## src/hdl/fmp_pkg.sv

```systemverilog
`default_nettype none

package fmp_pkg;

  localparam int DEF_INDEX_BITS   = 16;
  localparam int DEF_RESULT_WIDTH = 32;
  localparam int INDEX_W          = 16;
  localparam int FIB_W            = 32;

  localparam int UPC_W = 3;

  localparam logic [UPC_W-1:0] STEP_WAIT_IN  = 3'd0;
  localparam logic [UPC_W-1:0] STEP_MUL_P    = 3'd1;
  localparam logic [UPC_W-1:0] STEP_MUL_Q    = 3'd2;
  localparam logic [UPC_W-1:0] STEP_MUL_R    = 3'd3;
  localparam logic [UPC_W-1:0] STEP_SQUARE   = 3'd4;
  localparam logic [UPC_W-1:0] STEP_BASE     = 3'd5;
  localparam logic [UPC_W-1:0] STEP_EMIT     = 3'd6;

  typedef enum logic [1:0] {
    MUL_P,
    MUL_Q,
    MUL_R
  } mul_src_t;

  typedef enum logic [2:0] {
    JMP_NEXT,
    JMP_WAIT_IN,
    JMP_LOOP,
    JMP_WAIT_OUT,
    JMP_GOTO
  } jump_t;

  typedef struct packed {
    mul_src_t         mul_src;
    logic             load;
    logic             save_pp;
    logic             save_qq;
    logic             square;
    logic             base_step;
    logic             emit;
    jump_t            jump;
    logic [UPC_W-1:0] target;
  } ctrl_t;

  typedef struct packed {
    logic last_bit;
    logic out_busy;
  } status_t;

  // Microprogram. Steps one to five handle one index bit, most significant first.
  function automatic ctrl_t ucode(input logic [UPC_W-1:0] upc);
    ctrl_t cw;
    cw = '{mul_src: MUL_P, load: 1'b0, save_pp: 1'b0, save_qq: 1'b0, square: 1'b0,
           base_step: 1'b0, emit: 1'b0, jump: JMP_NEXT, target: STEP_WAIT_IN};
    unique case (upc)
      STEP_WAIT_IN: begin
        cw.load = 1'b1;
        cw.jump = JMP_WAIT_IN;
      end
      STEP_MUL_P: begin
        cw.mul_src = MUL_P;
      end
      STEP_MUL_Q: begin
        cw.mul_src = MUL_Q;
        cw.save_pp = 1'b1;
      end
      STEP_MUL_R: begin
        cw.mul_src = MUL_R;
        cw.save_qq = 1'b1;
      end
      STEP_SQUARE: begin
        cw.square = 1'b1;
      end
      STEP_BASE: begin
        cw.base_step = 1'b1;
        cw.jump      = JMP_LOOP;
        cw.target    = STEP_MUL_P;
      end
      STEP_EMIT: begin
        cw.emit   = 1'b1;
        cw.jump   = JMP_WAIT_OUT;
        cw.target = STEP_WAIT_IN;
      end
      default: begin
        cw.jump   = JMP_GOTO;
        cw.target = STEP_WAIT_IN;
      end
    endcase
    return cw;
  endfunction

endpackage

`default_nettype wire

```

## src/hdl/fmp_sequencer.sv

```systemverilog
`default_nettype none

module fmp_sequencer import fmp_pkg::*; (
  input  wire logic    clk,
  input  wire logic    rst,
  input  wire logic    in_valid,
  input  wire status_t status,
  output ctrl_t        ctrl
);

  logic [UPC_W-1:0] upc;
  logic [UPC_W-1:0] upc_next;

  assign ctrl = ucode(upc);

  always_comb begin
    unique case (ctrl.jump)
      JMP_NEXT:     upc_next = upc + 1'b1;
      JMP_WAIT_IN:  upc_next = in_valid ? upc + 1'b1 : upc;
      JMP_LOOP:     upc_next = status.last_bit ? upc + 1'b1 : ctrl.target;
      JMP_WAIT_OUT: upc_next = status.out_busy ? upc : ctrl.target;
      JMP_GOTO:     upc_next = ctrl.target;
      default:      upc_next = STEP_WAIT_IN;
    endcase
  end

  always_ff @(posedge clk) begin
    if (rst) begin
      upc <= STEP_WAIT_IN;
    end else begin
      upc <= upc_next;
    end
  end

endmodule

`default_nettype wire

```

## src/hdl/fmp_datapath.sv

```systemverilog
`default_nettype none

module fmp_datapath import fmp_pkg::*; #(
  parameter int INDEX_BITS   = DEF_INDEX_BITS,
  parameter int RESULT_WIDTH = DEF_RESULT_WIDTH
) (
  input  wire logic               clk,
  input  wire logic               rst,
  input  wire ctrl_t              ctrl,
  input  wire logic               in_valid,
  input  wire logic [INDEX_W-1:0] index,
  input  wire logic               out_stall,
  output logic                    out_valid,
  output logic [FIB_W-1:0]        fib_value,
  output status_t                 status
);

  // Only the low FIB_W bits of the result are visible, and those do not
  // depend on any higher bits of the arithmetic.
  localparam int DATA_W = (RESULT_WIDTH < FIB_W) ? RESULT_WIDTH : FIB_W;
  localparam int CNT_W  = (INDEX_BITS > 1) ? $clog2(INDEX_BITS) : 1;

  logic [INDEX_BITS-1:0] n;
  logic [CNT_W-1:0]      cnt;
  logic [DATA_W-1:0]     p;
  logic [DATA_W-1:0]     q;
  logic [DATA_W-1:0]     r;
  logic [DATA_W-1:0]     tpp;
  logic [DATA_W-1:0]     tqq;
  logic [DATA_W-1:0]     mreg;
  logic [DATA_W-1:0]     mul_op;
  logic [DATA_W-1:0]     prod;
  logic [DATA_W-1:0]     out_data;
  logic                  load_en;
  logic                  emit_en;

  assign load_en = ctrl.load && in_valid;
  assign status  = '{last_bit: (cnt == '0), out_busy: (out_valid && out_stall)};
  assign emit_en = ctrl.emit && !status.out_busy;

  always_comb begin
    unique case (ctrl.mul_src)
      MUL_P:   mul_op = p;
      MUL_Q:   mul_op = q;
      MUL_R:   mul_op = r;
      default: mul_op = p;
    endcase
  end

  assign prod = mul_op * mul_op;

  // The running matrix starts at the identity, so leading zero bits of the
  // index leave it unchanged and an index of zero yields zero.
  always_ff @(posedge clk) begin
    mreg <= prod;
    if (ctrl.save_pp) begin
      tpp <= mreg;
    end
    if (ctrl.save_qq) begin
      tqq <= mreg;
    end
    if (load_en) begin
      n   <= INDEX_BITS'(index);
      cnt <= CNT_W'(INDEX_BITS - 1);
      p   <= DATA_W'(1);
      q   <= '0;
      r   <= DATA_W'(1);
    end else if (ctrl.square) begin
      p <= tpp + tqq;
      q <= tpp - mreg;
      r <= tqq + mreg;
    end else if (ctrl.base_step) begin
      if (n[INDEX_BITS-1]) begin
        p <= p + q;
        q <= p;
        r <= q;
      end
      n   <= n << 1;
      cnt <= cnt - 1'b1;
    end
    if (emit_en) begin
      out_data <= q;
    end
  end

  always_ff @(posedge clk) begin
    if (rst) begin
      out_valid <= 1'b0;
    end else if (emit_en) begin
      out_valid <= 1'b1;
    end else if (!out_stall) begin
      out_valid <= 1'b0;
    end
  end

  assign fib_value = FIB_W'(out_data);

endmodule

`default_nettype wire

```

## src/hdl/fibonacci_matrix_power_top.sv

```systemverilog
// An index is taken only in the wait step, after the previous result has been
// emitted (emission waits while the output stalls); each index bit takes five
// microcode steps around the single shared squaring multiplier.
// Reset: synchronous, active high; clears the step counter and the output valid.
`default_nettype none

module fibonacci_matrix_power_top import fmp_pkg::*; #(
  parameter int INDEX_BITS   = DEF_INDEX_BITS,
  parameter int RESULT_WIDTH = DEF_RESULT_WIDTH
) (
  input  wire logic               clk,
  input  wire logic               rst,
  input  wire logic               in_valid,
  output logic                    in_stall,
  input  wire logic [INDEX_W-1:0] index,
  output logic                    out_valid,
  input  wire logic               out_stall,
  output logic [FIB_W-1:0]        fib_value
);

  ctrl_t   ctrl;
  status_t status;

  assign in_stall = !ctrl.load;

  fmp_sequencer u_seq (
    .clk      (clk),
    .rst      (rst),
    .in_valid (in_valid),
    .status   (status),
    .ctrl     (ctrl)
  );

  fmp_datapath #(
    .INDEX_BITS   (INDEX_BITS),
    .RESULT_WIDTH (RESULT_WIDTH)
  ) u_dp (
    .clk       (clk),
    .rst       (rst),
    .ctrl      (ctrl),
    .in_valid  (in_valid),
    .index     (index),
    .out_stall (out_stall),
    .out_valid (out_valid),
    .fib_value (fib_value),
    .status    (status)
  );

endmodule

`default_nettype wire
```

## config.mk

```make
export PLATFORM = sky130hd
export DESIGN_NAME = fibonacci_matrix_power_top
export DESIGN_NICKNAME = d
export VERILOG_FILES = /design/src/hdl/fmp_pkg.sv /design/src/hdl/fmp_sequencer.sv /design/src/hdl/fmp_datapath.sv /design/src/hdl/fibonacci_matrix_power_top.sv
export SDC_FILE = /design/constraint.sdc
export NUM_CORES = 2
export LEC_CHECK = 0
export ABC_AREA = 1
export ABC_CLOCK_PERIOD_IN_PS = 19000
export BUFFER_PORTS_ARGS = -buffer_cell sky130_fd_sc_hd__buf_2
export CORE_UTILIZATION = 35
export CTS_BUF_LIST = sky130_fd_sc_hd__clkbuf_4 sky130_fd_sc_hd__clkbuf_8 sky130_fd_sc_hd__clkbuf_16
export CTS_CLUSTER_SIZE = 40
export DETAILED_ROUTE_END_ITERATION = 7
export SLEW_MARGIN = 10
export SYNTH_ARGS = -nofsm -noshare
export SYNTH_HDL_FRONTEND = slang
export SYNTH_SLANG_ARGS = --single-unit
```

## constraint.sdc

```tcl
create_clock -name clk -period 19 [get_ports clk]
set_clock_uncertainty 0.1 [all_clocks]
set_input_delay 0 -clock clk [delete_from_list [all_inputs] [get_ports clk]]
set_output_delay 0 -clock clk [all_outputs]
set_load 0.005 [all_outputs]
```

Word level (Yosys, flattened, before mapping)
Index checks and enable logic that the tools add are counted.
Storage, ports and cells
  output and inout bits: 34
  register bits: 248
  word-level logic and storage cells: 79
Cells by class
  eq/ne operators: 16
  mux-type cells: 28
  multiply operators: 1
  reductions and logical operators: 16
  add/subtract/negate cells: 6
  bitwise gates (word level): 1
Operators by type and width (number)
  two-way mux 32 bit: 9
  adder 32 bit: 3
  one-hot mux 32 bit (2 select lines): 1
  two-way mux 16 bit: 3
  multiplier 32 x 32 -> 32 bit: 1
  subtractor 32 bit: 1
  one-hot mux 3 bit (5 select lines): 1
  == test 3 x 2 -> 1 bit (second input constant): 4
  == test 3 bit (second input constant): 4
  one-hot mux 3 bit (4 select lines): 1
  two-way mux 1 bit: 9
  two-way mux 3 bit: 3
  AND reduction 2 bit: 4
  == test 3 x 1 -> 1 bit (second input constant): 2
  zero test 3 bit: 2
  nonzero test 2 bit: 3
  zero test 4 bit: 1
  inequality test 2 x 1 -> 1 bit (second input constant): 2
  inequality test 2 bit (second input constant): 2
  one-hot mux 2 bit (2 select lines): 1
  OR reduction 4 bit: 1
  subtractor 4 x 1 -> 4 bit (second input constant): 1
  adder 3 x 1 -> 3 bit (second input constant): 1
  logical AND 1 bit: 3
  4 further kinds: 5

Longest topological paths before layout
  depth in word-level cells: 6
  depth in mapped cells: 40
  depth with buffers taken out: 39

Hierarchy
Synthesis repeated with hierarchy kept, for this count alone.
Unflattened totals
  cells, all modules: 3793
  area, all modules: 29911.2 um2
By module, submodules not included
  fmp_datapath: times used 1, cells an instance 3730, area an instance 29532.1 um2
  fmp_sequencer: times used 1, cells an instance 62, area an instance 375.4 um2
  fibonacci_matrix_power_top: times used 1, cells an instance 1, area an instance 3.8 um2

Least setup slack after synthesis
OpenSTA, ideal clock, no wires.
  path type: register to register
  from: reg u_seq.upc[0]
  to: reg u_dp.mreg[29]
  data arrival time: 9.211 ns
  cell stages (with the launch flop): 35
  data required time: 18.773 ns
  buffers on the path: 3
  clock period less this slack: 9.438 ns
  path slack: 9.562 ns
  cells stage by stage: dfxtp_1 -> inv_1 -> ha_1 -> inv_1 -> nor2_1 -> ha_1 -> inv_2 -> buf_4 -> nand3_1 -> o21ai_2 -> clkbuf_1 -> clkbuf_1 -> nor2_1 -> fa_1 -> inv_1 -> fa_1 -> fa_1 -> fa_1 -> inv_1 -> fa_1 -> inv_1 -> fa_1 -> fa_1 -> fa_1 -> inv_1 -> ha_1 -> nand2_1 -> o21ai_0 -> nor2_1 -> nand3_1 -> nand3_1 -> nand2_1 -> a21boi_0 -> o21ai_0 -> xor2_1
On the way
  longest elaborated chain between the ends: 5
  elaborated cells on any way between the ends: 7
  classes of those cells: 1 x mul; 4 x eq/ne; 2 x mux
Ends and longest elaborated chain
  start: declaration: line fmp_sequencer.sv:11  | logic [UPC_W-1:0] upc;
  start signal: assignment: line fmp_sequencer.sv:31  | upc <= upc_next;
  == test 3 x 2 -> 1 bit: line fmp_pkg.sv:56  | unique case (upc)
  one-hot mux 2 bit (2 select lines) (*): line fmp_pkg.sv:56
  == test 2 bit / == test 2 x 1 -> 1 bit (equally long branches): line fmp_datapath.sv:42  | unique case (ctrl.mul_src)
  one-hot mux 32 bit (2 select lines) (*): line fmp_datapath.sv:42
  multiplier 32 x 32 -> 32 bit (*): line fmp_datapath.sv:50  | assign prod = mul_op * mul_op;
  named net u_dp.prod[29]: line fmp_datapath.sv:32  | logic [DATA_W-1:0] prod;
  end signal: assignment: line fmp_datapath.sv:55  | mreg <= prod;
  end: declaration: line fmp_datapath.sv:30  | logic [DATA_W-1:0] mreg;
Mark *: on every way through the listed nets, which the timed path passes. The rest lies on a longest branch.
A chain may end at the register's enable or synchronous reset.

Worst setup path after layout
Ends and elaborated chain as after synthesis.

==> metrics.md <==
| Metric | Value |
|---|---|
| Run status | `complete, no violations` |
| Top_reg_cell synth | `dfxtp_1` |
| CP max stage delay | `860 ps` |
| Initial antenna violation count | `3` |
| CP Data Required Time | `between 15000 and 20000 ps` |
| Hold Crit Start | `rst` |
| WP data arrival | `10800 ps` |
| Clock Tree Root | `clkbuf_16` |
| Slew @ Worst Pin | `1150 ps` |
| Die Area | `roughly 87000 um2` |
| Post-DP HPWL | `79.5 mm` |
| Row count | `around 110` |
| CTS tree | `built` |
| Syn Inst Count | `roughly 3800` |
| Chip width | `294 um` |
| Final setup viols | `0` |
| Worst hold path type | `input pin to flip-flop` |
| Drt pass-1 iters | `6` |
| Tmin final | `~10000 ps` |
| Placed Area | `approximately 32000 um2` |
| Inserted Clock Buffers | `29` |
| Vias in the first global route | `between 20000 and 30000` |
| Vias/cell | `slightly above 5` |
| Cell area after layout | `about 33000 um2` |
| IO Port Bufs | `53` |
| DR iter-0 viols | `2483` |
| Final period utilization | `54.9%` |
| Skew-Pair Late Insertion Delay | `approximately 600 ps` |
| Post-synthesis cell type count | `54` |
| WHS | `62.4 ps` |
| CP dominant cell by count | `fa_1` |
| Max clock buf depth | `3` |
| Synthesized area per cell | `7.84 um2` |
| Fill count | `slightly below 9000` |
| R2R Path Start | `u_seq.upc[0]` |
| Crit Path Category | `flip-flop to flip-flop` |
| Slew HR | `23.6%` |
| RSZ-0062 raised after global routing | `no` |
| Syn Std Cell Area | `roughly 30000 um2` |
| Clock sink total | `245` |
| Wirelength per Cell | `slightly below 20 um` |
| Hold endpoint | `u_seq.upc[1]` |
| Initial Util | `35.6%` |
| Hold Buf Count CTS | `21` |
| All-Layer GR Usage | `23.3%` |
| H-tree levels | `1` |
| Startpoint Class | `flip-flop` |
| Share of cells above drive strength 1 | `5.25%` |
| Core Region | `84100 um2` |
| Yosys top cell by area | `fa_1` |
| Max Cap Violations | `0` |
| Total grt overflow | `0` |
| Syn nets | `4464` |
| CTS resizes | `0` |
| Diodes inserted | `0` |
| Clk pin slew, worst setup/hold paths | `about 70 ps` |
| Die Ht | `about 290 um` |
| Setup Buffers After CTS | `0` |
| Largest net degree at the start of global routing | `roughly 100` |
| Fmax | `95.9 MHz` |
| Vias | `26000` |
| CP Capture Type | `flip-flop` |
| Total Wirelength | `99.7 mm` |
| I/O pin cnt | `54` |
| Sequential area share after synthesis | `about a fifth` |
| Crit path max fanout | `43` |
| Top cells by area, synth | `fa_1 (24%), edfxtp_1 (11%), ha_1 (11%)` |
| Top cell type's share of synthesized area | `24.5%` |
| CP max stage cell | `ha_2` |
| First-pass GRT wire length | `154 mm` |
| Slew Viols, Final | `0` |
| Final hold vios | `0` |
| Area grow syn2layout | `9.35%` |
| Reg2reg path depth | `35` |
| Hold Path Depth | `3` |
| RR Endpoint | `u_dp.mreg[29]` |
| Async SR Flop Fraction | `0%` |
| Layout Nets | `4510` |
| Synthesized flop and latch total | `245` |
| Number of synthesized flops with an enable pin | `110` |
| Yosys warns | `0` |
| Routability cong. | `1.04` |
| Setup TNS | `0 ps` |
| Final ANT Viol Nets | `0` |
| R2r setup slk | `8570 ps` |
| DRC | `0` |
==> metal layers <==
layer / share of wire (%) / wire length (um) / up-vias / global-route usage (%)
li1: - / - / 12200 / -
met1: 44 / 44300 / 12600 / 33.5
met2: 44 / 44000 / 1056 / 36.4
met3: 8.8 / 8740 / 133 / 3.54
met4: 2.7 / 2650 / 0 / 6.03
met5: 0 / 0 / - / 0
==> cell type report <==
class	instances	area, um2	share of cell area (%)
timing repair buffer	110	746	2.28
sequential	245	6010	18.4
tap	1134	1420	4.34
multi-input combinational	2736	20800	63.5
clock buffer	40	827	2.53
inverter	740	2780	8.49
clock inverter	14	163	0.497
==> flip-flops by register name, summed over array words and instances (netlist names) <==
name / flops
u_dp.n: 16
u_dp.tqq: 31
u_dp.q: 32
u_dp.out_valid: 1
u_dp.p: 32
u_dp.r: 32
u_dp.tpp: 31
u_dp.cnt: 4
u_dp.mreg: 31
u_seq.upc: 3
u_dp.fib_value: 32
==> cells in the mapped netlist, types with 10 or more instances <==
cell type / n
buf_1: 11
ha_1: 262
dfxtp_1: 135
nand3_1: 157
xor2_1: 68
a31oi_1: 26
buf_2: 10
a221oi_1: 10
a21boi_0: 12
nand2_1: 749
clkbuf_1: 70
nand4_1: 23
a21o_1: 36
o21bai_1: 13
o211ai_1: 21
xnor2_1: 43
o21ai_0: 189
inv_1: 727
a211oi_1: 13
nor2_1: 369
nand2_2: 10
inv_2: 12
edfxtp_1: 110
nor3_1: 20
fa_1: 366
a21oi_1: 261
or2_2: 12
==> critical path, delay by kind of cell, from the launching register on <==
family | cells | cell delay [ps]
compound gates | 3 | 550
xor+xnor | 1 | 160
fa+ha+maj | 12 | 5750
buf+inv | 10 | 1840
flops | 1 | 370
simple gates | 9 | 1450
==> cells by family (layout without fill, tap and decap cells) <==
family / count (synthesis) / in the layout / synth area share (%)
adder cells (fa/ha/maj): 628 / 628 / 35.4
AO/OA/AOI/OAI: 623 / 623 / 11.8
buffers and inverters: 835 / 904 / 10.6
flip-flops: 245 / 245 / 20.1
XOR/XNOR: 113 / 113 / 3.38
AND/OR/NAND/NOR: 1372 / 1372 / 18.7
==> cells in the final DEF (no fill, tap or decap), types with 6 or more instances in the layout <==
master           n
a21o_1          36
buf_4           36
xnor2_1         43
inv_1          725
a31oi_1         26
fa_1           366
o211ai_1        21
o21a_1           8
edfxtp_1       110
inv_2           14
a221oi_1        10
nor2_1         366
xor2_1          68
nand3b_1         9
dlygate4sd3_1   21
nand3_1        157
o21ai_1          6
buf_2           53
nor3_1          20
a211oi_1        13
o21bai_1        13
a21boi_0        12
or2_2           12
nor2_2           8
a21oi_1        261
clkbuf_4         8
ha_1           261
o21ai_2          6
a31o_2           6
o21ai_0        188
nand2_1        748
nand2_2         10
dfxtp_1        135
nand4_1         23
clkbuf_16       29
==> per-stage QoR <==
step                cells  setup slack (ps)  util, %
finish               5019              8570     38.9
global route         5019              7970     38.9
CTS                  5019              8650     38.9
detailed placement   4944              8690     37.5
global placement     4944              8820     37.5
floorplan            3816              9560        -
==> how the worst max path moves through the flow <==
stage	startpoint	to	slack [ps]	cells past startpoint
finish	u_seq.upc[0]	u_dp.mreg[29]	8570	35
floorplan	u_seq.upc[0]	u_dp.mreg[29]	9560	34
CTS	u_seq.upc[0]	u_dp.mreg[29]	8650	38
global route	u_seq.upc[0]	u_dp.mreg[29]	7970	35
detailed placement	u_seq.upc[0]	u_dp.mreg[29]	8690	38
global placement	u_seq.upc[0]	u_dp.mreg[29]	8820	38
Power is not shown: default switching activity piles up to over one toggle a cycle in this logic, so the estimate is an artifact.
